<file path="src/rtl/core/harris_corner_response_unit_defines.svh">
// Assertion macros shared by the harris corner response RTL
`ifndef HARRIS_CORNER_RESPONSE_UNIT_DEFINES_SVH
`define HARRIS_CORNER_RESPONSE_UNIT_DEFINES_SVH
`ifndef SYNTHESIS
// Check a property on every clock edge outside reset
`define HCR_ASSERT(lbl, clk, rst_n, prop) \
    lbl: assert property (@(posedge clk) disable iff (!rst_n) prop) \
        else $error("hcr check failed");
// Check a property on every clock edge, reset included
`define HCR_ASSERT_RST(lbl, clk, prop) \
    lbl: assert property (@(posedge clk) prop) \
        else $error("hcr check failed");
`else
`define HCR_ASSERT(lbl, clk, rst_n, prop)
`define HCR_ASSERT_RST(lbl, clk, prop)
`endif
`endif

</file>
<file path="src/rtl/core/hcr_pkg.sv">
// Shared constants, types and state encodings of the harris corner response unit
`timescale 1ns / 1ps
`default_nettype none
package hcr_pkg;
    localparam int MAX_WIDTH_DEF = 4096;
    localparam int MAX_HEIGHT    = 4096;
    localparam int DIM_MIN       = 4;
    localparam int LINES         = 5;
    localparam int SLOT_W        = 3;
    localparam int PATCH         = 5;
    localparam int WIN           = 3;
    localparam int EDGE_LAG      = 3;
    localparam int PIX_W         = 8;
    localparam int DIM_W         = 13;
    localparam int K_W           = 16;
    localparam int POS_W         = 12;
    localparam int RESP_W        = 47;
    localparam int SUM_W         = 24;
    localparam int XY_W          = 25;
    localparam int GRAD_W        = 11;
    localparam int ADDR_W        = 4;
    localparam int DATA_W        = 32;

    localparam logic [DIM_W-1:0] WIDTH_RESET  = 13'd640;
    localparam logic [DIM_W-1:0] HEIGHT_RESET = 13'd480;
    localparam logic [K_W-1:0]   K_RESET      = 16'd2621;

    // Register indexes on the configuration port
    localparam logic [1:0] REG_WIDTH  = 2'd0;
    localparam logic [1:0] REG_HEIGHT = 2'd1;
    localparam logic [1:0] REG_K      = 2'd2;

    typedef logic [PATCH-1:0][PATCH-1:0][PIX_W-1:0] patch_t;

    typedef struct packed {
        logic [SUM_W-1:0] sxx;
        logic [SUM_W-1:0] syy;
        logic [XY_W-1:0]  sxy;
    } sums_t;

    typedef enum logic [2:0] {
        ST_IDLE,
        ST_LOAD,
        ST_LOAD_WAIT,
        ST_GRAD,
        ST_SCORE,
        ST_OUT
    } hcr_state_t;

    typedef enum logic [1:0] {
        GA_IDLE,
        GA_RUN,
        GA_DRAIN
    } grad_state_t;

    typedef enum logic [2:0] {
        SC_IDLE,
        SC_DET,
        SC_XY,
        SC_TSQ,
        SC_PHI,
        SC_PLO,
        SC_SUM,
        SC_CLAMP
    } score_state_t;
endpackage
`default_nettype wire

</file>
<file path="src/rtl/core/hcr_grad_acc.sv">
// Sobel gradients over a 5x5 patch and window sums of their products
`timescale 1ns / 1ps
`default_nettype none
module hcr_grad_acc (
    input  logic            clk,
    input  logic            rst_n,
    input  logic            start,
    input  hcr_pkg::patch_t patch,
    output logic            done,
    output hcr_pkg::sums_t  sums
);
    localparam logic [1:0] G_LAST = 2'(hcr_pkg::WIN - 1);

    hcr_pkg::grad_state_t state_reg, state_next;
    logic [1:0] gr_reg, gc_reg;
    logic       g_v_reg, p_v_reg;
    logic signed [hcr_pkg::GRAD_W-1:0]   gx_reg, gy_reg;
    logic signed [2*hcr_pkg::GRAD_W-1:0] pxx_reg, pyy_reg, pxy_reg;
    logic [hcr_pkg::SUM_W-1:0]           sxx_reg, syy_reg;
    logic signed [hcr_pkg::XY_W-1:0]     sxy_reg;
    logic signed [hcr_pkg::GRAD_W-1:0]   gx, gy;
    logic [hcr_pkg::PIX_W-1:0]           t [hcr_pkg::WIN][hcr_pkg::WIN];
    logic [hcr_pkg::GRAD_W-2:0]          px, nx, py, ny;

    // Gradient at the current window position
    always_comb
    begin
        for (int a = 0; a < hcr_pkg::WIN; a++)
        begin
            for (int b = 0; b < hcr_pkg::WIN; b++)
            begin
                t[a][b] = patch[3'(gr_reg) + 3'(a)][3'(gc_reg) + 3'(b)];
            end
        end
        px = 10'(t[0][2]) + (10'(t[1][2]) << 1) + 10'(t[2][2]);
        nx = 10'(t[0][0]) + (10'(t[1][0]) << 1) + 10'(t[2][0]);
        py = 10'(t[2][0]) + (10'(t[2][1]) << 1) + 10'(t[2][2]);
        ny = 10'(t[0][0]) + (10'(t[0][1]) << 1) + 10'(t[0][2]);
        gx = $signed({1'b0, px}) - $signed({1'b0, nx});
        gy = $signed({1'b0, py}) - $signed({1'b0, ny});
    end

    // Sequence the nine window positions and drain the pipeline
    always_comb
    begin
        state_next = state_reg;
        done       = 1'b0;
        unique case (state_reg)
            hcr_pkg::GA_IDLE:
            begin
                if (start)
                begin
                    state_next = hcr_pkg::GA_RUN;
                end
            end
            hcr_pkg::GA_RUN:
            begin
                if (gr_reg == G_LAST && gc_reg == G_LAST)
                begin
                    state_next = hcr_pkg::GA_DRAIN;
                end
            end
            hcr_pkg::GA_DRAIN:
            begin
                if (!g_v_reg && !p_v_reg)
                begin
                    done       = 1'b1;
                    state_next = hcr_pkg::GA_IDLE;
                end
            end
            default:
            begin
                state_next = hcr_pkg::GA_IDLE;
            end
        endcase
    end

    // Control state
    always_ff @(posedge clk or negedge rst_n)
    begin
        if (!rst_n)
        begin
            state_reg <= hcr_pkg::GA_IDLE;
            gr_reg    <= '0;
            gc_reg    <= '0;
            g_v_reg   <= 1'b0;
            p_v_reg   <= 1'b0;
        end
        else
        begin
            state_reg <= state_next;
            g_v_reg   <= (state_reg == hcr_pkg::GA_RUN);
            p_v_reg   <= g_v_reg;
            if (state_reg == hcr_pkg::GA_RUN)
            begin
                if (gc_reg == G_LAST)
                begin
                    gc_reg <= '0;
                    gr_reg <= gr_reg + 2'd1;
                end
                else
                begin
                    gc_reg <= gc_reg + 2'd1;
                end
            end
            else
            begin
                gr_reg <= '0;
                gc_reg <= '0;
            end
        end
    end

    // Gradient, product and accumulate stages
    always_ff @(posedge clk)
    begin
        gx_reg  <= gx;
        gy_reg  <= gy;
        pxx_reg <= gx_reg * gx_reg;
        pyy_reg <= gy_reg * gy_reg;
        pxy_reg <= gx_reg * gy_reg;
        if (start)
        begin
            sxx_reg <= '0;
            syy_reg <= '0;
            sxy_reg <= '0;
        end
        else if (p_v_reg)
        begin
            sxx_reg <= sxx_reg + hcr_pkg::SUM_W'(pxx_reg);
            syy_reg <= syy_reg + hcr_pkg::SUM_W'(pyy_reg);
            sxy_reg <= sxy_reg + hcr_pkg::XY_W'(pxy_reg);
        end
    end

    assign sums.sxx = sxx_reg;
    assign sums.syy = syy_reg;
    assign sums.sxy = sxy_reg;
endmodule
`default_nettype wire

</file>
<file path="config.mk">
export PLATFORM = sky130hd
export DESIGN_NAME = hcr_grad_acc
export DESIGN_NICKNAME = d
export VERILOG_FILES = /design/src/rtl/core/harris_corner_response_unit_defines.svh /design/src/rtl/core/hcr_pkg.sv /design/src/rtl/core/hcr_grad_acc.sv
export SDC_FILE = /design/constraint.sdc
export NUM_CORES = 2
export LEC_CHECK = 0
export BUFFER_PORTS_ARGS = -buffer_cell sky130_fd_sc_hd__buf_2
export CORE_ASPECT_RATIO = 2
export CORE_UTILIZATION = 43
export DETAILED_ROUTE_END_ITERATION = 8
export PLACE_DENSITY = 0.69
export SLEW_MARGIN = 10
export SYNTH_ARGS = -nofsm -noshare
export SYNTH_HDL_FRONTEND = slang
export SYNTH_SLANG_ARGS = --single-unit
</file>
<file path="constraint.sdc">
create_clock -name clk -period 5.6 [get_ports clk]
set_clock_uncertainty 0.05 [all_clocks]
set_input_delay 0.28 -clock clk [delete_from_list [all_inputs] [get_ports clk]]
set_output_delay 0.28 -clock clk [all_outputs]
set_load 0.1 [all_outputs]
</file>
After elaboration in Yosys (flattened, before gate mapping). Cells that the tools add are included.

Bits of input ports: 203. Word-level logic and storage cells: 87. Flip-flop bits (word level): 169.

Add/subtract/negate cells: 19. Order comparisons: 6. Eq/ne operators: 8. Reductions and logical operators: 6. Muxes and demuxes: 32. Multiply operators: 3.

Operators with widths (number): $bmux W40 S3 (2); $bmux W8 S3 (5); $mux W40 (3); $bmux W40 S2 (1); $mul A11 B11 Y22 (3); $mux W8 (8); $add A24 B24 Y24 (2); $bmux W8 S2 (3); $add A10 B8 Y10 (4); $add A8 B9 Y10 (4); $add A25 B22 Y25 (1); $sub A10 B10 Y11 (2); $lt A3 B4 Y1 const B (4); $mux W2 (7); $lt A2 B4 Y1 const B (2); $add A2 B1 Y3 const B (2); $add A2 B2 Y3 const B (2); $eq A2 B2 Y1 const B (3); $ne A2 B2 Y1 const B (3); $pmux W2 S3 (1); $add A2 B1 Y2 const B (2); $reduce_and A3 Y1 (1); $eq A2 B1 Y1 const B (1); $logic_and A1 B1 Y1 (2); 4 further kinds (6).

Depth between registers and ports, before layout.
Word-level depth: 8. Mapped depth: 25. Gate-level depth less buffers: 22.

Worst setup path before layout. Ideal clock, no wire load.

Kind: reg-to-reg. From: register gc_reg[0]. To: register gy_reg[10] (netlist name). Setup time: 86 ps. Path buffers: 3. Stages on the path, launching flop included: 22. Path slack: 104 ps. Period minus slack after synthesis: 5496 ps. Arrival: 5361 ps. Cell sequence: dfrtp_1 > buf_2 > inv_2 > buf_1 > ha_1 > clkbuf_1 > nor3_1 > a22oi_1 > fa_1 > inv_1 > fa_1 > fa_1 > inv_1 > ha_1 > a21o_1 > a21oi_1 > o21bai_1 > a21oi_1 > o21bai_1 > a21oi_1 > nor2_1 > a211oi_1.

Cells in the longest elaborated chain, start to end: 6. Elaborated cells on any way between the ends: 19. Those cells by class: add/sub: 7; mux: 12.

Ends and longest elaborated chain: start, declared (RTL line hcr_grad_acc.sv:15) `logic [1:0] gr_reg, gc_reg;`; start signal, assigned (RTL line hcr_grad_acc.sv:103) `gc_reg <= gc_reg + 2'd1;`; $add A2 B1 Y3 (RTL line hcr_grad_acc.sv:32) `t[a][b] = patch[3'(gr_reg) + 3'(a)][3'(gc_reg) + 3'(b)];`; $bmux W8 S3 (RTL line hcr_grad_acc.sv:32); $mux W8 (not written as such) (RTL line hcr_grad_acc.sv:32); $add A8 B9 Y10 (on tied branches) (RTL line hcr_grad_acc.sv:37, hcr_grad_acc.sv:38); $add A10 B8 Y10 (on tied branches) (RTL line hcr_grad_acc.sv:37, hcr_grad_acc.sv:38); $sub A10 B10 Y11 * (RTL line hcr_grad_acc.sv:40) `gy = $signed({1'b0, py}) - $signed({1'b0, ny});`; via gy (one bit) (RTL line hcr_grad_acc.sv:21) `logic signed [hcr_pkg::GRAD_W-1:0] gx, gy;`; end signal, assigned (RTL line hcr_grad_acc.sv:118) `gy_reg <= gy;`; end, declared (RTL line hcr_grad_acc.sv:17) `logic signed [hcr_pkg::GRAD_W-1:0] gx_reg, gy_reg;`.

Mark *: on every way through the listed nets, which the timed path passes. The rest lies on a longest branch. The select of a mux whose other input is x is not followed. A chain may end at the register's enable or synchronous reset.

Final worst setup path.
From: register gx_reg[5] (netlist name). To: register pxx_reg[21] (netlist name).

Cells in the longest elaborated chain, start to end: 1.

Ends and longest elaborated chain: start, declared (RTL line hcr_grad_acc.sv:17); start signal, assigned (RTL line hcr_grad_acc.sv:117) `gx_reg <= gx;`; $mul A11 B11 Y22 (RTL line hcr_grad_acc.sv:119) `pxx_reg <= gx_reg * gx_reg;`; end signal, assigned (RTL line hcr_grad_acc.sv:119); end, declared (RTL line hcr_grad_acc.sv:18) `logic signed [2*hcr_pkg::GRAD_W-1:0] pxx_reg, pyy_reg, pxy_reg;`.

Every way passes these cells.

==> qor.yml <==
critical_path_arrival_ns: 5.67
r2r_slack_ns: 0.28
groute.layer.met2.usage_pct: 46.2
regArea_sq_um: 3420
ctsRootBufferMaster: "clkbuf_16"
clk-insertion-delay-late_ns: 0.48
timing.reg2reg.worst_path_depth: 18
drv_slew: 0
max_capacitance_violation_count: 0
globalRoute.busiestLayer: "met2"
worst_path_most_repeated_cell: "fa_1"
postLayoutSetupSlackWorst_ns: 0.283
synth.avg_cell_area_sq_um: 9.13
final_critical_delay_including_setup_and_external_delays_ns: 5.32
crit_type: "reg2reg"
dieArea_sq_um: 66100
worst-slew-pin-transition_ns: 0.741
io-pin-count: 277
min_to: "sxx_reg[9]"
start_util_pct: 43.6
gr-usage-all-layers_pct: 23.3
postPlaceCellArea_sq_um: 30600
synth-seq-cells: 167
max_freq_mhz: 188
netlist_instances: 3061
synth.lib_cells_used.distinct: 84
worstSetupEndpointType: "flop"
unrepaired_setup_endpoints_after_global_routing: "false"
r2r-end: "pxx_reg[21]"
detail_route.vias_per_cell: 5.40
syn_area_sq_um: 28000
placement_rows: 131
cts_htree_levels: 4
die_x_microns: 182
synthesized_area_fraction_occupied_by_ao_oa_aoi_and_oai_cells_pct: 11.8
use_met1_pct: 22.6
mostFrequentLayoutCells: "inv_1, fa_1, buf_2"
dominant_combinational_cell_family_by_area_after_synthesis: "adder cells"
outcome: "completed"
number_of_routed_nets_with_antenna_violations: 0
grt_pass1_wl_microns: 121000
largest_register_ff_count: 25
syn_nets: 3890
cp_slowest_stage_delay_ns: 0.57
area_growth_syn_to_fin_pct: 12.3
ys_async_sr_fraction_pct: 4.79
via_count_of_the_first_global_routing_pass: 24500
yosys.area_share.simple_pct: 12.4
gp_routability_congestion: 0.975
route.detailed.wl_per_inst_microns: 17.8
grt_antenna_before_repair: 7
clk_pin_slew_worst_paths_ns: 0.09
cts-root-to-sink-buffers: 2
critPathMaxFanout: 12
tritoncts: "done"
grt_max_degree: 61
die_height_microns: 363
worst_hold_path.num_cells: 2
final_wl_microns: 74700
cts_buffers: 17
synth_enable_flop_cells: 0
port-buffer-count: 276
core_region_area_sq_um: 64100
fraction_of_layout_instances_using_a_drive_strength_above_1_pct: 16.6
final-hold-violation-count: 0
globalRoute.totalOverflow: 0
layout_commonest_cell: "inv_1"
initialDrtViolationCount: 1100
drc: 0
min-delay-path-class: "in2reg"
synthAdderAreaFrac_pct: 38.3
cp-start-kind: "flop"
worst_ep_required_time_ns: 5.95
cts_num_sinks: 167
yosys.area_share.xor_xnor_pct: 4.29
launch_instance_of_the_worst_register_to_register_path: "gx_reg[5]"
worst_path_max_delay_cell: "fa_1"
place_hpwl_microns: 63700
finish.instance_area_sq_um: 31400
timing.hold.worst.start: "start"
nets: 4140
worstPathBufferInverterCount: 3
path_delay_family: "adder cells"
timing.final.crit_share_pct: 95.0
detailroute.via_count: 22600
sequential_fraction_of_the_synthesis_area_pct: 12.1
ys_warn_count: 0
grt.met3_usage_pct: 1.96
headroom_to_the_max_slew_limit_pct: 50.6
cp_cell_sequence: "buf_4, and2_1, inv_1, fa_1, fa_1, inv_1, fa_1, fa_1, fa_1, ha_1, or3_1, or2_2, a31oi_2, nor3_2, nor3_2, o41ai_2, a21oi_1, xnor2_1"
fillers: 6080
setup-violations-final: 0
post_synth_mux_area_share_pct: 11.7
synth_ff_type: "dfxtp_1"
multi_input_area_sq_um: 22000
dp_slack_ns: -0.0743
tritonroute_pass_1_iters: 7
-- synth_stat cells, types with 4 or more instances --
library cell	instances	area share [%]
a211oi_1	32	0.86
or2_2	8	0.18
mux2_2	4	0.16
buf_2	19	0.34
or3_1	13	0.29
a211o_1	4	0.13
nand4_1	13	0.29
o31ai_1	11	0.30
nand2b_1	22	0.49
o22ai_1	10	0.22
a31oi_1	16	0.36
and2_1	92	2.1
nand2_1	228	3.1
a21oi_1	171	3.1
o2bb2ai_1	6	0.19
clkinv_1	4	0.054
xnor2_1	111	3.5
dfxtp_1	159	11
ha_1	242	11
xor2_1	26	0.81
mux2i_1	103	3.7
buf_1	22	0.30
o21a_1	24	0.64
a21o_1	40	1.1
and4_1	5	0.16
nor3_1	31	0.55
a41oi_1	5	0.16
mux4_2	97	7.8
o21ai_0	71	1.3
a221oi_1	8	0.25
nor4b_1	4	0.13
dfrtp_1	8	0.72
and3_1	22	0.49
fa_1	384	27
o21bai_1	13	0.35
or4_1	6	0.16
nor2b_1	19	0.43
clkbuf_1	91	1.2
o22a_1	12	0.38
nand3_1	35	0.63
nand4b_1	6	0.19
a22oi_1	21	0.56
nor2_1	222	3.0
inv_1	552	7.4
-- final cells by class --
cell class                 count  area share, %
multi-input combinational   2203           70.1
clock inverter                14          0.578
timing repair buffer         365           6.91
inverter                     557           6.67
sequential                   167           10.9
antenna                        6         0.0478
clock buffer                  18           1.37
tap                          864           3.44
-- per-stage QoR --
stage | hold slack (ns) | util, % | setup TNS, ns | cells
after floorplan | -0.0656 | - | 0 | 3061
after global placement | 0.104 | 47.8 | 0 | 4151
after detailed placement | 0.0992 | 47.8 | -0.144 | 4151
after CTS | 0.190 | 48.7 | 0 | 4184
after global routing | 0.235 | 49.0 | 0 | 4193
final | 0.210 | 49.0 | 0 | 4194
-- metal layers --
metal / vias to the layer above / wire (microns)
met1: 11000 / 25400
met4: 0 / 5010
met2: 750 / 41600
li1: 10600 / -
met5: - / 0
met3: 260 / 2630
-- worst max path at each step --
stage,slack (ns),depth (start not counted),endpoint,start
after global routing,0.005,15,pyy_reg[21],gy_reg[10]
after global placement,0.01,18,pyy_reg[21],gy_reg[5]
after CTS,0.06,18,pxy_reg[21],gx_reg[9]
final,0.28,18,pxx_reg[21],gx_reg[5]
after detailed placement,-0.07,18,pyy_reg[21],gy_reg[5]
after floorplan,0.10,21,gy_reg[10],gc_reg[0]
-- timing repair --
action | in CTS | in global routing
hold endpoints to repair | 8 | 0
hold buffers | 1 | 0
setup endpoints to repair | 4 | 15
gates resized for setup | 1 | 25
setup buffers | 0 | 3
pin swaps | 0 | 0
gates cloned | 0 | 1
-- kinds of logic (layout without fill, tap and decap cells) --
logic type,Yosys count,count (layout)
AND/OR/NAND/NOR,736,736
multiplexers,204,204
adder cells (fa/ha/maj),626,626
buffers and inverters,691,954
flip-flops,167,167
AO/OA/AOI/OAI,500,500
other,0,6
XOR/XNOR,137,137
Power is left out: the tool's default activity adds up to more than one toggle a clock period on the data nets, which glitch-free logic cannot reach.
